`src/rtl/ksc_pkg.sv`:
```
`timescale 1ns / 1ps
`default_nettype none

package ksc_pkg;

   // alphabet and key geometry
   localparam int KEY_LEN   = 5;
   localparam int ALPHA_LEN = 26;
   localparam int COUNT_W   = $clog2(KEY_LEN + 1);

   typedef logic [4:0]         letter_type;
   typedef logic [7:0]         char_type;
   typedef logic [COUNT_W-1:0] count_type;
   typedef logic [2:0]         csr_index_type;
   typedef logic [4:0]         csr_data_type;

   localparam letter_type LETTER_MAX = letter_type'(ALPHA_LEN - 1);
   // highest rank of a non-key letter that still finds a place in the cipher alphabet
   localparam letter_type TAIL_RANK_MAX = letter_type'(ALPHA_LEN - KEY_LEN - 1);

   // ascii landmarks
   localparam char_type ASCII_UPPER_A = 8'd65;
   localparam char_type ASCII_UPPER_Z = 8'd90;
   localparam char_type ASCII_LOWER_A = 8'd97;
   localparam char_type ASCII_LOWER_Z = 8'd122;
   localparam char_type CASE_OFFSET   = 8'd32;

   // register indexes
   localparam csr_index_type CSR_KEY_FIRST  = 3'd0;
   localparam csr_index_type CSR_KEY_SECOND = 3'd1;
   localparam csr_index_type CSR_KEY_THIRD  = 3'd2;
   localparam csr_index_type CSR_KEY_FOURTH = 3'd3;
   localparam csr_index_type CSR_KEY_FIFTH  = 3'd4;
   localparam csr_index_type CSR_DIRECTION  = 3'd5;

   // direction codes
   localparam logic MODE_ENCRYPT = 1'b0;
   localparam logic MODE_DECRYPT = 1'b1;

endpackage

`default_nettype wire

```
`src/rtl/keyword_substitution_cipher.sv`:
```
`timescale 1ns / 1ps
`default_nettype none

// Keyword substitution cipher, one ASCII character per transaction. The cipher
// alphabet is the five key letters (csr registers 0..4, a=0, values above 25 read
// as z) followed by the remaining letters in alphabetical order; register 5
// selects encrypt (0) or decrypt (1). Uppercase letters come back lowercase,
// anything that is not a letter comes back unchanged, and rsp_key_repeated flags
// a key that holds the same letter twice. With a repeated key the alphabetically
// last letters fall off the cipher alphabet; decrypting such a letter returns it
// as is, and a letter present twice decrypts to its first position. The block
// takes one character every clock cycle unless rsp_stall holds it back; each
// character passes the input register and then the result register, with the
// whole mapping worked out in the logic between them. The result register lets
// a new transaction in while a finished one waits on rsp_stall. Change the key
// or the direction only while no transaction is in flight.

module keyword_substitution_cipher (
   input  wire                     clock,
   input  wire                     reset,
   // configuration writes
   input  wire                     csr_wr_en,
   input  wire ksc_pkg::csr_index_type csr_index,
   input  wire ksc_pkg::csr_data_type  csr_wr_data,
   // request channel
   input  wire                     req_valid,
   output logic                    req_stall,
   input  wire ksc_pkg::char_type  req_char_in,
   // response channel
   output logic                    rsp_valid,
   input  wire                     rsp_stall,
   output ksc_pkg::char_type       rsp_char_out,
   output logic                    rsp_key_repeated
);

   import ksc_pkg::*;

   // configuration registers
   letter_type key_ff [KEY_LEN];
   logic       dir_ff;

   // key analysis, derived from the registers alone
   letter_type           key_sat   [KEY_LEN];
   logic [KEY_LEN-1:0]   key_first;
   count_type            below_cnt [KEY_LEN];
   letter_type           key_gap   [KEY_LEN];
   logic                 key_rep;

   // input stage
   logic     s1_valid_ff;
   char_type s1_char_ff;
   logic     s1_load_en;
   logic     s1_move;
   logic     out_ready;

   // mapping logic
   char_type   s1_lower;
   logic       s1_is_letter;
   letter_type letter_idx;
   letter_type tail_q;
   count_type  tail_add;
   letter_type enc_letter;
   logic       dec_hit;
   letter_type dec_pos;
   count_type  dec_below;
   letter_type dec_rank;
   letter_type dec_letter;
   letter_type map_letter;
   char_type   rsp_char_in;

   // result stage
   logic     rsp_valid_ff;
   char_type rsp_char_ff;
   logic     rsp_rep_ff;

   // ---------------------------------------------------------------------------
   // configuration port
   // ---------------------------------------------------------------------------
   always_ff @(posedge clock) begin
      if (reset) begin
         for (int i = 0; i < KEY_LEN; i++) begin
            key_ff[i] <= letter_type'(i);
         end
         dir_ff <= MODE_ENCRYPT;
      end else if (csr_wr_en) begin
         case (csr_index)
            CSR_KEY_FIRST:  key_ff[0] <= csr_wr_data;
            CSR_KEY_SECOND: key_ff[1] <= csr_wr_data;
            CSR_KEY_THIRD:  key_ff[2] <= csr_wr_data;
            CSR_KEY_FOURTH: key_ff[3] <= csr_wr_data;
            CSR_KEY_FIFTH:  key_ff[4] <= csr_wr_data;
            CSR_DIRECTION:  dir_ff    <= csr_wr_data[0];
            default: begin
               // unmapped index, write dropped
            end
         endcase
      end
   end

   // ---------------------------------------------------------------------------
   // key analysis
   // key_first marks the first occurrence of each distinct letter; key_gap is
   // the number of non-key letters below that key letter, so the tail rank q
   // lands on letter q plus the count of distinct keys whose gap is <= q
   // ---------------------------------------------------------------------------
   always_comb begin
      for (int i = 0; i < KEY_LEN; i++) begin
         key_sat[i] = (key_ff[i] > LETTER_MAX) ? LETTER_MAX : key_ff[i];
      end
      for (int i = 0; i < KEY_LEN; i++) begin
         key_first[i] = 1'b1;
         for (int j = 0; j < i; j++) begin
            if (key_sat[j] == key_sat[i]) begin
               key_first[i] = 1'b0;
            end
         end
      end
      key_rep = ~(&key_first);
      for (int i = 0; i < KEY_LEN; i++) begin
         below_cnt[i] = '0;
         for (int j = 0; j < KEY_LEN; j++) begin
            if (key_first[j] && (key_sat[j] < key_sat[i])) begin
               below_cnt[i] = below_cnt[i] + count_type'(1);
            end
         end
         key_gap[i] = key_sat[i] - letter_type'(below_cnt[i]);
      end
   end

   // ---------------------------------------------------------------------------
   // flow control: input register feeds the result register
   // ---------------------------------------------------------------------------
   assign out_ready  = !rsp_valid_ff || !rsp_stall;
   assign s1_move    = s1_valid_ff && out_ready;
   assign s1_load_en = !s1_valid_ff || s1_move;
   assign req_stall  = !s1_load_en;

   always_ff @(posedge clock) begin
      if (reset) begin
         s1_valid_ff <= 1'b0;
      end else if (s1_load_en) begin
         s1_valid_ff <= req_valid;
      end
   end

   always_ff @(posedge clock) begin
      if (req_valid && s1_load_en) begin
         s1_char_ff <= req_char_in;
      end
   end

   // ---------------------------------------------------------------------------
   // character mapping
   // ---------------------------------------------------------------------------
   always_comb begin
      // fold uppercase onto lowercase
      if ((s1_char_ff >= ASCII_UPPER_A) && (s1_char_ff <= ASCII_UPPER_Z)) begin
         s1_lower = s1_char_ff + CASE_OFFSET;
      end else begin
         s1_lower = s1_char_ff;
      end
      s1_is_letter = (s1_lower >= ASCII_LOWER_A) && (s1_lower <= ASCII_LOWER_Z);
      letter_idx   = letter_type'(s1_lower - ASCII_LOWER_A);

      // encrypt: head positions are the key letters, tail positions walk the
      // non-key letters
      tail_q   = letter_idx - letter_type'(KEY_LEN);
      tail_add = '0;
      for (int i = 0; i < KEY_LEN; i++) begin
         if (key_first[i] && (key_gap[i] <= tail_q)) begin
            tail_add = tail_add + count_type'(1);
         end
      end
      enc_letter = tail_q + letter_type'(tail_add);
      for (int i = 0; i < KEY_LEN; i++) begin
         if (letter_idx == letter_type'(i)) begin
            enc_letter = key_sat[i];
         end
      end

      // decrypt: a key letter goes to its first key position, any other letter
      // to the tail by its rank among non-key letters
      dec_hit = 1'b0;
      dec_pos = '0;
      for (int i = KEY_LEN - 1; i >= 0; i--) begin
         if (key_sat[i] == letter_idx) begin
            dec_hit = 1'b1;
            dec_pos = letter_type'(i);
         end
      end
      dec_below = '0;
      for (int i = 0; i < KEY_LEN; i++) begin
         if (key_first[i] && (key_sat[i] < letter_idx)) begin
            dec_below = dec_below + count_type'(1);
         end
      end
      dec_rank = letter_idx - letter_type'(dec_below);
      if (dec_hit) begin
         dec_letter = dec_pos;
      end else if (dec_rank <= TAIL_RANK_MAX) begin
         dec_letter = dec_rank + letter_type'(KEY_LEN);
      end else begin
         // dropped from the cipher alphabet by a repeated key
         dec_letter = letter_idx;
      end

      map_letter = (dir_ff == MODE_DECRYPT) ? dec_letter : enc_letter;

      if (s1_is_letter) begin
         rsp_char_in = ASCII_LOWER_A + char_type'(map_letter);
      end else begin
         rsp_char_in = s1_lower;
      end
   end

   // ---------------------------------------------------------------------------
   // result register
   // ---------------------------------------------------------------------------
   always_ff @(posedge clock) begin
      if (reset) begin
         rsp_valid_ff <= 1'b0;
      end else if (out_ready) begin
         rsp_valid_ff <= s1_valid_ff;
      end
   end

   always_ff @(posedge clock) begin
      if (s1_move) begin
         rsp_char_ff <= rsp_char_in;
         rsp_rep_ff  <= key_rep;
      end
   end

   assign rsp_valid        = rsp_valid_ff;
   assign rsp_char_out     = rsp_char_ff;
   assign rsp_key_repeated = rsp_rep_ff;

   // ---------------------------------------------------------------------------
   // assertions
   // ---------------------------------------------------------------------------
   a_s1_holds_when_blocked: assert property (@(posedge clock) disable iff (reset)
      s1_valid_ff && !out_ready |=> s1_valid_ff)
      else $error("input stage lost a blocked transaction");

   a_stall_only_when_full: assert property (@(posedge clock) disable iff (reset)
      req_stall |-> (s1_valid_ff && rsp_valid_ff))
      else $error("request stalled with room in the pipeline");

   a_move_fills_result: assert property (@(posedge clock) disable iff (reset)
      s1_move |=> rsp_valid_ff)
      else $error("transaction moved but result register empty");

   a_letter_in_range: assert property (@(posedge clock) disable iff (reset)
      s1_valid_ff && s1_is_letter |-> (map_letter <= LETTER_MAX))
      else $error("mapped letter outside the alphabet");

   a_no_uppercase_out: assert property (@(posedge clock) disable iff (reset)
      rsp_valid_ff |-> !((rsp_char_ff >= ASCII_UPPER_A) && (rsp_char_ff <= ASCII_UPPER_Z)))
      else $error("uppercase letter on the response");

endmodule

`default_nettype wire
```
`config.mk`:
```
export PLATFORM = sky130hd
export DESIGN_NAME = keyword_substitution_cipher
export DESIGN_NICKNAME = d
export VERILOG_FILES = /design/src/rtl/ksc_pkg.sv /design/src/rtl/keyword_substitution_cipher.sv
export SDC_FILE = /design/constraint.sdc
export NUM_CORES = 1
export LEC_CHECK = 0
export BUFFER_PORTS_ARGS = -buffer_cell sky130_fd_sc_hd__buf_2
export CAP_MARGIN = 30
export CORE_MARGIN = 4
export CORE_UTILIZATION = 53
export CTS_CLUSTER_DIAMETER = 50
export DETAILED_ROUTE_END_ITERATION = 10
export PLACE_DENSITY = 0.7
export SLEW_MARGIN = 30
export SYNTH_ARGS = -nofsm -noshare
export SYNTH_HDL_FRONTEND = slang
export SYNTH_SLANG_ARGS = --single-unit
```
`constraint.sdc`:
```
create_clock -name clock -period 20.5 [get_ports clock]
set_input_delay 2.05 -clock clock [delete_from_list [all_inputs] [get_ports clock]]
set_output_delay 2.05 -clock clock [all_outputs]
set_load 0.05 [all_outputs]
```
# ---- Word-level counts from Yosys, hierarchy flattened
# Memory sizes are Yosys's and may differ from the RTL's.
# Index checks and enable logic that the tools add are counted.
dict set report word_totals {
  register_bits 20
  ramBits 25
  inputBits 21
  out_inout_bits 11
  word_cells 261
  mem_count 1
}
# memory words width rd rd_clocked_by_memory_dff wr line_no
set mem_list {}
lappend mem_list {key_ff 5 5 5 0 5 keyword_substitution_cipher.sv:39} ;# letter_type key_ff [KEY_LEN];
dict set report classes {
  add_sub_neg 40
  magnitude_cmp 45
  n_eq_ne 24
  mux 97
  bitwise 6
  n_reduce_logical 42
}
# cell n
set op_table {}
lappend op_table {{less-than comparator 5 bit} 30}
lappend op_table {{two-way mux 5 bit} 22}
lappend op_table {{two-way mux 3 bit} 29}
lappend op_table {{adder 3 x 1 -> 3 bit, second input constant} 28}
lappend op_table {{equality test 5 bit} 15}
lappend op_table {{two-way mux 1 bit} 44}
lappend op_table {{logical AND 1 bit} 32}
lappend op_table {{subtractor 5 x 3 -> 5 bit} 6}
lappend op_table {{greater-than comparator 5 bit, second input constant} 5}
lappend op_table {{less-or-equal comparator 5 bit} 5}
lappend op_table {{>= comparator 8 x 7 -> 1 bit, second input constant} 2}
lappend op_table {{less-or-equal comparator 8 x 7 -> 1 bit, second input constant} 2}
lappend op_table {{two-way mux 8 bit} 2}
lappend op_table {{equality test 5 x 2 -> 1 bit, second input constant} 2}
lappend op_table {{adder 7 x 5 -> 8 bit, first input constant} 1}
lappend op_table {{adder 8 x 6 -> 8 bit, second input constant} 1}
lappend op_table {{equality test 3 x 2 -> 1 bit, second input constant} 2}
lappend op_table {{equality test 3 bit, second input constant} 2}
lappend op_table {{adder 5 x 3 -> 5 bit} 1}
lappend op_table {{adder 5 x 3 -> 5 bit, second input constant} 1}
lappend op_table {{equality test 5 x 1 -> 1 bit, second input constant} 1}
lappend op_table {{equality test 5 x 3 -> 1 bit, second input constant} 1}
lappend op_table {{less-or-equal comparator 5 bit, second input constant} 1}
lappend op_table {{logical NOT 5 bit} 1}
lappend op_table {{other kinds (10)} 18}

# ---- Longest topological paths before layout
# Gate-level depths: netlist (run 1).
# An unclocked memory read counts as a cell.
dict set report logic_depth {
  ltp_word 33
  mapped_depth 44
  depth_no_buf 44
}

# ---- Worst setup path after synthesis (run 1)
# Ideal clock, no wire load.
dict set report synth_path {
  path_type {reg-to-reg}
  from {memory key_ff[0][11] (netlist bit)}
  to {register rsp_char_ff[4] (netlist: rsp_char_out[4]) (data pin)}
  setup_time_ns 0.273
  arrival_time_ns 8.198
  t_required_ns 20.227
  slack_ns 12.029
  path_stages_with_launch 38
  path_buffers 0
  period_less_slack_ns 8.471
  cell_sequence {edfxtp_1 -> or2_2 -> a31oi_1 -> inv_1 -> ha_1 -> nand3_1 -> o21ai_0 -> inv_1 -> nand2_1 -> ha_1 -> xor2_1 -> ha_1 -> mux2_2 -> fa_1 -> inv_1 -> ha_1 -> nor2b_1 -> o21a_1 -> [2 not listed] -> inv_1 -> o22ai_1 -> ha_1 -> xnor2_1 -> inv_1 -> ha_1 -> a211oi_1 -> a31oi_1 -> ha_1 -> mux2_2 -> fa_1 -> xor2_1 -> mux2i_1 -> o32a_1 -> a311o_1 -> a211oi_2 -> xnor2_1 -> mux2i_1}
}
# element line_no
set synth_lines {}
lappend synth_lines {{start, declared} keyword_substitution_cipher.sv:39}
lappend synth_lines {{end signal, assigned} keyword_substitution_cipher.sv:229} ;# rsp_char_ff <= rsp_char_in;
lappend synth_lines {{end, declared} keyword_substitution_cipher.sv:73} ;# char_type rsp_char_ff;

==> results.json, run 1 <==
{
  "worstSetupPathType": "flip-flop to flip-flop",
  "drcViolationCount": 0,
  "slew_headroom_pct": 28.0,
  "placementRows": 42,
  "ys_seq_area_share_pct": 18.6,
  "slowest_delay_ns": 0.93,
  "hold_depth": 2,
  "status": "complete, no violations",
  "wirelength_mm": 19.1,
  "numCtsBuffers": 5,
  "required_ns": 20.52,
  "hold_viol": 0,
  "clock_path_buffers": 2,
  "gr-total-overflow": 0,
  "cap_viol_max_count": 0,
  "timing.rr.end": "rsp_char_out[4]",
  "avgSynthCellArea_um2": 8.79,
  "die_h_um": 124,
  "critPathArrivalTime_ns": 10.12,
  "grtUsageTotal_pct": 25.9,
  "crit_fanout": 7,
  "synthArstFlopShare_pct": 0,
  "synth_top_family_by_area": "adder cells",
  "hp-start": "s1_valid_ff",
  "layout_worst_path_cycle_share_pct": 49.3,
  "startpoint_type": "flip-flop",
  "hpwl_mm": 15.3,
  "whs_endpoint": "rsp_valid",
  "netlist_instances": 807,
  "fin_skew_ns": 0.00496,
  "setup.worst_path.end_class": "flip-flop",
  "p_per_area_mw_per_mm2": 187,
  "postRouteAntennaNets": 0,
  "vias_per_cell": 6.09,
  "syn_nets": 989,
  "synth_cell_types": 75,
  "cts_resized": 0,
  "syn2layout_area_growth_pct": 6.61,
  "wl_per_cell_um": 19.0,
  "worst_slew_pin_slew_ns": 1.08,
  "vdd_drop_max_v": 0.000105,
  "synth_edf_count": 42,
  "grt_pass1_wl_mm": 31.0,
  "synth.top_cell.area_share_pct": 27.2,
  "drive_gt1_share_pct": 8.97,
  "finalPower_mw": 1.41,
  "crit_top_cell": "ha_1",
  "final_nets": 1006,
  "r2r_start": "key_ff[0][18]",
  "grt_max_degree": 26,
  "crit_slowest_cell": "a31oi_1",
  "leakagePower_nw": 3.63,
  "gp_congestion": 0.988,
  "synth_xor_xnor_area_share_pct": 7.20,
  "reg2reg_setup_slack_ns": 10.40,
  "hold_buffers": 0,
  "finalSetupTns_ns": 0,
  "setup_ws_ns": 10.40,
  "fin_crit_ns": 10.10,
  "clock_sinks": 45,
  "synth-simple-area-share_pct": 18.3,
  "synth_warnings": 0,
  "clock-root-buffer": "clkbuf_16",
  "synth_ff_type": "edfxtp_1",
  "setup_viol": 0,
  "antenna_cells": 0,
  "synth_area_leaders": "ha_1 (27%), edfxtp_1 (18%), xnor2_1 (4.0%)",
  "synth-seq-cells": 45,
  "clk_pin_slew_ns": 0.06,
  "synth_compound_area_share_pct": 18.5,
  "grt_pass1_vias": 6009,
  "slew_viol_final": 0,
  "reg2reg_depth": 36,
  "dp_slack_ns": 10.66,
  "num_io_pins": 32,
  "num_vias": 6098,
  "htree_levels": 2,
  "initial_core_util_pct": 53.8,
  "io_buffers": 31,
  "antenna_found_initial": 0,
  "synthAdderAreaFrac_pct": 29.1,
  "clkLatencyLatePin_ns": 0.29,
  "rsz0062_at_grt": "false",
  "synth_mux_area_share_pct": 2.79,
  "fp.coreArea_mm2": 0.0132,
  "cts_tree": "built",
  "die_x_um": 124,
  "fin_util_pct": 57.3,
  "critPathLaunch": "key_ff[0][18]",
  "fillers": 1186,
  "drt-initial-drc-count": 399,
  "post-cts-setup-buffers": 0,
  "hold_class": "flip-flop to flip-flop",
  "fmax_ghz": 0.0990,
  "syn-cell-area_mm2": 0.00709,
  "dr.pass1.iters": 5,
  "synth_top_area_cell": "ha_1",
  "die_area_mm2": 0.0153
}
==> cells in the final DEF, fill, tap and decap left out, types with 14 or more instances in the layout <==
cell type / netlist / final
a21o_1: 24 / 24
a21oi_1: 47 / 47
and2_1: 14 / 14
buf_2: 8 / 31
edfxtp_1: 42 / 42
ha_1: 154 / 154
inv_1: 72 / 72
nand2_1: 54 / 54
nand2b_1: 16 / 16
nand3_1: 34 / 34
nor2_1: 36 / 36
nor2b_1: 28 / 28
o21a_1: 18 / 18
o21ai_0: 30 / 30
xnor2_1: 32 / 32
xor2_1: 16 / 16
==> cell families (layout without fill, tap and decap cells) <==
kind of cell,after synthesis,in the layout
AOI/OAI and AO/OA,190,190
xor gates and xnor gates,52,52
adders and majority gates,161,161
buffers and inverters,97,115
DFF,45,45
muxes,19,19
and+or+nand+nor,243,243
==> metal layers <==
layer	track usage, %	routed length, µm	vias up
li1	-	-	2969
met1	34.9	8290	2868
met2	43.1	8920	221
met3	3.13	1340	40
met4	8.44	513	0
met5	0	0	-
==> how the worst max path moves through the flow <==
stage	endpoint	slack, ns
floorplan	rsp_char_out[4]	12.03
global placement	rsp_char_out[4]	10.64
detailed placement	rsp_char_out[4]	10.66
CTS	rsp_char_out[4]	10.63
global route	rsp_char_out[4]	9.89
finish	rsp_char_out[4]	10.40
==> cells in the mapped netlist, drive strengths merged (13+ instances only) <==
library cell / instances
a21o: 24
a21oi: 47
and2: 14
clkbuf: 16
edfxtp: 42
ha: 154
inv: 72
mux2i: 13
nand2: 54
nand2b: 16
nand3: 34
nor2: 36
nor2b: 28
o21a: 18
o21ai: 31
xnor2: 32
xor2: 16
==> cell type report <==
class                   instances  area [µm²]  area share [%]
clock inverters                 2        38.8           0.513
well taps                     176         220            2.91
flip-flops and latches         45        1320            17.5
repair buffers                 35         185            2.45
inverters                      72         270            3.57
clock buffers                   6         129            1.70
multi-input cells             665        5400            71.4
==> sequential cells by signal (all words and copies together) (netlist names) <==
register and cells:
s1_valid_ff 1, rsp_valid 1, s1_char_ff 8, rsp_key_repeated 1, dir_ff 1, rsp_char_out 8, key_ff 25
==> through the flow <==
step	hold slack, ns	area (µm²)	cells
6_report	0.494	7560	1001
5_1_grt	0.545	7560	1001
4_1_cts	0.503	7560	1001
3_5_place_dp	0.487	7390	993
3_3_place_gp	0.464	7390	993
2_1_floorplan	0.444	7090	807
==> worst max-delay path: cells and delay by family (launching register included) <==
family | cells | cell delay, ns
AO/OA/AOI/OAI | 13 | 3.94
adder cells (fa/ha/maj) | 8 | 2.64
multiplexers | 5 | 1.06
XOR/XNOR | 3 | 0.74
buffers and inverters | 4 | 0.59
flip-flops | 1 | 0.56
AND/OR/NAND/NOR | 3 | 0.28
==> report_power, final <==
part / internal, mW / switching, mW
Sequential: 0.112 / 0.00946
Clock: 0.0577 / 0.0323
Combinational: 0.554 / 0.649
Note: power is estimated with default switching activity, not from simulation.
==> run 2, diff against run 1 <==
PLACE_DENSITY = 0.73   (was 0.7)
clock period = 9.2 ns   (was 20.5 ns; I/O delays follow)
==> run 2 against run 1 <==
  * Combinational power grew 130%
  * Worst hold slack lost 0.0098 ns
  * Sequential power grew 120%
  * Flip-flop and latch count is the same
  * Total power grew 130%
  * Non-clock buffer count grew 25
  * Clock skew grew 0.0011 ns
==> results.json, run 2 (same netlist as run 1, synthesis figures left out) <==
{
  "antenna_found_initial": 0,
  "vias_per_cell": 5.90,
  "grt_pass1_wl_mm": 29.0,
  "grt_pass1_vias": 5573,
  "num_vias": 6050,
  "vdd_drop_max_v": 0.000425,
  "wl_per_cell_um": 18.1,
  "gr-total-overflow": 0,
  "largest_register": "key_ff",
  "p_per_area_mw_per_mm2": 417,
  "stdcell_count": 1026,
  "required_ns": 9.22,
  "antenna_cells": 0,
  "place_inst": 1010,
  "setup.worst_path.end_class": "flip-flop",
  "worstSetupPathType": "flip-flop to flip-flop",
  "crit_slowest_cell": "fa_1",
  "leakagePower_nw": 3.77,
  "fin_util_pct": 59.2,
  "placementRows": 42,
  "slew_viol_final": 0,
  "hold_buffers": 0,
  "setup_viol": 0,
  "dp_slack_ns": 0.437,
  "dr.pass1.iters": 5,
  "drive_gt1_share_pct": 12.5,
  "finalPower_mw": 3.25,
  "finalSetupTns_ns": 0,
  "mostFrequentLayoutCells": "ha_1 (154), inv_1 (72), nand2_1 (54)",
  "final_nets": 1031,
  "critPathLaunch": "key_ff[0][3]",
  "postRouteAntennaNets": 0,
  "fp.coreArea_mm2": 0.0132,
  "startpoint_type": "flip-flop",
  "grt_max_degree": 25,
  "crit_top_cell": "ha_1",
  "hold_class": "flip-flop to flip-flop",
  "hp-start": "s1_valid_ff",
  "cts_tree": "built",
  "clk_pin_slew_ns": 0.07,
  "place_area_mm2": 0.00751,
  "fmax_ghz": 0.115,
  "die_x_um": 124,
  "final_cell_area_mm2": 0.00780,
  "largest_register_ffs": 25,
  "hpwl_mm": 14.9,
  "hold_viol": 0,
  "clock_path_buffers": 2,
  "num_io_pins": 32,
  "htree_levels": 2,
  "fin_crit_ns": 8.71,
  "slew_headroom_pct": 43.2,
  "worst_slew_pin_slew_ns": 0.830,
  "fillers": 1196,
  "setup_ws_ns": 0.491,
  "drt-initial-drc-count": 430,
  "layout_worst_path_cycle_share_pct": 94.7,
  "clock-root-buffer": "clkbuf_16",
  "layout_commonest_cell": "ha_1",
  "io_buffers": 31,
  "cap_viol_max_count": 0,
  "whs_ns": 0.484,
  "wirelength_mm": 18.5,
  "crit_fanout": 9,
  "initial_core_util_pct": 53.8,
  "die_area_mm2": 0.0153,
  "syn2layout_area_growth_pct": 10.0,
  "grtUsageTotal_pct": 24.6,
  "clock_sinks": 45,
  "critPathArrivalTime_ns": 8.73,
  "fin_skew_ns": 0.00605,
  "drcViolationCount": 0,
  "clkLatencyLatePin_ns": 0.29,
  "slowest_delay_ns": 0.50,
  "gp_congestion": 0.933,
  "die_h_um": 124,
  "r2r_start": "key_ff[0][3]",
  "status": "complete, no violations",
  "numCtsBuffers": 5
}
[run 2: final timing paths]
path	end	slack, ns	cells after the start
worst min register to register	rsp_valid	0.48	2
worst min-delay path	rsp_valid	0.48	2
worst max-delay path	rsp_char_out[4]	0.49	40
worst max register to register	rsp_char_out[4]	0.49	40
[run 2: layout make-up]
| class | count | area, µm² | share of cell area [%] |
|---|---|---|---|
| Multi-Input combinational cell | 665 | 5430 | 69.5 |
| Sequential cell | 45 | 1320 | 16.9 |
| Clock inverter | 3 | 68.8 | 0.882 |
| Timing Repair Buffer | 60 | 373 | 4.78 |
| Tap cell | 176 | 220 | 2.82 |
| Clock buffer | 5 | 125 | 1.60 |
| Inverter | 72 | 270 | 3.46 |
[run 2: where the power goes]
part | internal (mW) | switching, mW
clock | 0.157 | 0.0817
sequential | 0.249 | 0.0147
combinational | 1.28 | 1.47
total | 1.68 | 1.57
[run 2: what timing repair did]
action / 4_1_cts / 5_1_grt
endpoints found under the hold margin: 0 / 0
setup buffers: 0 / 8
endpoints found under the setup margin: 0 / 5
resized for setup: 0 / 7
[run 2: per-layer routing]
metal / GRT usage [%] / part of all wire [%] / up-vias
met5: 0 / 0 / -
met4: 7.06 / 2.7 / 0
met3: 3.45 / 6.7 / 45
met2: 38.5 / 44 / 184
met1: 35.3 / 47 / 2804
li1: - / - / 3017
[run 2: critical path: cells and delay by family, from the launching register on]
kind / cells / cell delay, ns
xor+xnor: 4 / 0.74
mux: 4 / 0.76
flops: 1 / 0.32
fa+ha+maj: 9 / 3.06
buf+inv: 5 / 0.42
compound gates: 13 / 2.50
simple gates: 5 / 0.64
==> run 3, diff against run 2 <==
PLACE_DENSITY = unset   (was 0.73)
PLACE_DENSITY_LB_ADDON = 0.3   (was unset)
==> run 3 against run 2 <==
  * Combinational power is essentially flat
  * Highest routed layer unchanged
  * Utilization increased by 0.095 points
  * Global-route usage grew 1.9 points
  * Worst setup slack improved by 0.050 ns
  * Via count is 3.5% higher
  * Non-clock buffer count up 8
  * Design area up 0.16%
  * Die area stayed put
==> results.json, run 3 (same netlist as run 1, synthesis figures left out) <==
{
  "place_inst": 1016,
  "dr.pass1.iters": 5,
  "path_delay_family": "adder cells",
  "placementRows": 42,
  "worst_slew_pin_slew_ns": 0.872,
  "vias_per_cell": 6.06,
  "die_area_mm2": 0.0153,
  "io_buffers": 31,
  "status": "complete, no violations",
  "largest_register": "key_ff",
  "final_nets": 1039,
  "clock_sinks": 45,
  "numCtsBuffers": 5,
  "crit_top_cell": "ha_1",
  "worstSetupPathType": "flip-flop to flip-flop",
  "fmax_ghz": 0.115,
  "htree_levels": 2,
  "p_per_area_mw_per_mm2": 409,
  "hold_viol": 0,
  "stdcell_count": 1034,
  "grt_pass1_vias": 6141,
  "grt_max_degree": 25,
  "hold_buffers": 0,
  "grt_pass1_wl_mm": 31.4,
  "drive_gt1_share_pct": 13.3,
  "die_x_um": 124,
  "clock_path_buffers": 2,
  "fin_skew_ns": 0.00505,
  "slew_headroom_pct": 40.3,
  "wirelength_mm": 19.8,
  "vdd_drop_max_v": 0.000268,
  "fin_util_pct": 59.3,
  "drcViolationCount": 0,
  "critPathArrivalTime_ns": 8.68,
  "crit_buf_inv": 4,
  "fin_crit_ns": 8.66,
  "finalSetupTns_ns": 0,
  "num_vias": 6264,
  "crit_slowest_cell": "fa_1",
  "hpwl_mm": 15.8,
  "initial_core_util_pct": 53.8,
  "finalPower_mw": 3.20,
  "die_h_um": 124,
  "gp_congestion": 0.933,
  "setup_viol": 0,
  "fp.coreArea_mm2": 0.0132,
  "drt-initial-drc-count": 407,
  "slew_viol_final": 0,
  "clkLatencyLatePin_ns": 0.29,
  "mostFrequentLayoutCells": "ha_1 (154), inv_1 (72), nand2_1 (54)",
  "final_cell_area_mm2": 0.00782,
  "gr-total-overflow": 0,
  "antenna_cells": 0,
  "largest_register_ffs": 25,
  "layout_worst_path_cycle_share_pct": 94.1,
  "setup.worst_path.end_class": "flip-flop",
  "grtUsageTotal_pct": 26.5,
  "antenna_found_initial": 0,
  "postRouteAntennaNets": 0,
  "crit_fanout": 6,
  "place_area_mm2": 0.00756,
  "whs_ns": 0.495,
  "clk_pin_slew_ns": 0.06,
  "slowest_delay_ns": 0.48,
  "startpoint_type": "flip-flop",
  "setup_ws_ns": 0.541,
  "clock-root-buffer": "clkbuf_16",
  "cap_viol_max_count": 0,
  "layout_commonest_cell": "ha_1",
  "hold_class": "flip-flop to flip-flop",
  "leakagePower_nw": 3.79,
  "rsz0062_at_grt": "false",
  "num_io_pins": 32,
  "wl_per_cell_um": 19.1,
  "cts_tree": "built",
  "dp_slack_ns": 0.333,
  "required_ns": 9.23,
  "syn2layout_area_growth_pct": 10.2,
  "reg2reg_setup_slack_ns": 0.54
}
-- run 3: final cells by class --
type                            count  area [µm²]
Fill cell                        1178        5370
Sequential cell                    45        1320
Timing Repair Buffer               68         433
Inverter                           72         270
Clock inverter                      3        21.3
Multi-Input combinational cell    665        5430
Tap cell                          176         220
Clock buffer                        5         125
-- run 3: what timing repair did --
action	CTS	global route
resized for setup	0	8
endpoints found under the setup margin	0	7
buffers inserted	0	10
-- run 3: worst register-to-register path: cells and delay by family, from the launching register on --
family                   cells  cell delay (ns)
AO/OA/AOI/OAI               11             2.51
XOR/XNOR                     4             0.76
adder cells (fa/ha/maj)      9             2.83
buffers and inverters        4             0.44
flip-flops                   1             0.39
multiplexers                 4             0.74
AND/OR/NAND/NOR              5             0.72
-- run 3: worst paths after layout --
path                               startpoint         endpoint  depth (start not counted)
worst min-delay path              s1_valid_ff        rsp_valid                          2
worst min register to register    s1_valid_ff        rsp_valid                          2
worst max register to register  key_ff[0][11]  rsp_char_out[4]                         37
worst max-delay path            key_ff[0][11]  rsp_char_out[4]                         37
-- run 3: layer usage --
metal	up-vias	share of wire [%]	track usage, %
met1	2984	44	33.7
met4	0	3.3	9.34
li1	3029	-	-
met2	197	47	44.4
met5	-	0	0
met3	54	6.4	5.59
-- run 3: power breakdown --
part | total [mW] | internal (mW) | switching, mW | leakage, nW
registers | 0.264 | 0.249 | 0.0149 | 0.431
logic | 2.76 | 1.29 | 1.47 | 3.28
clock network | 0.179 | 0.101 | 0.0779 | 0.0702
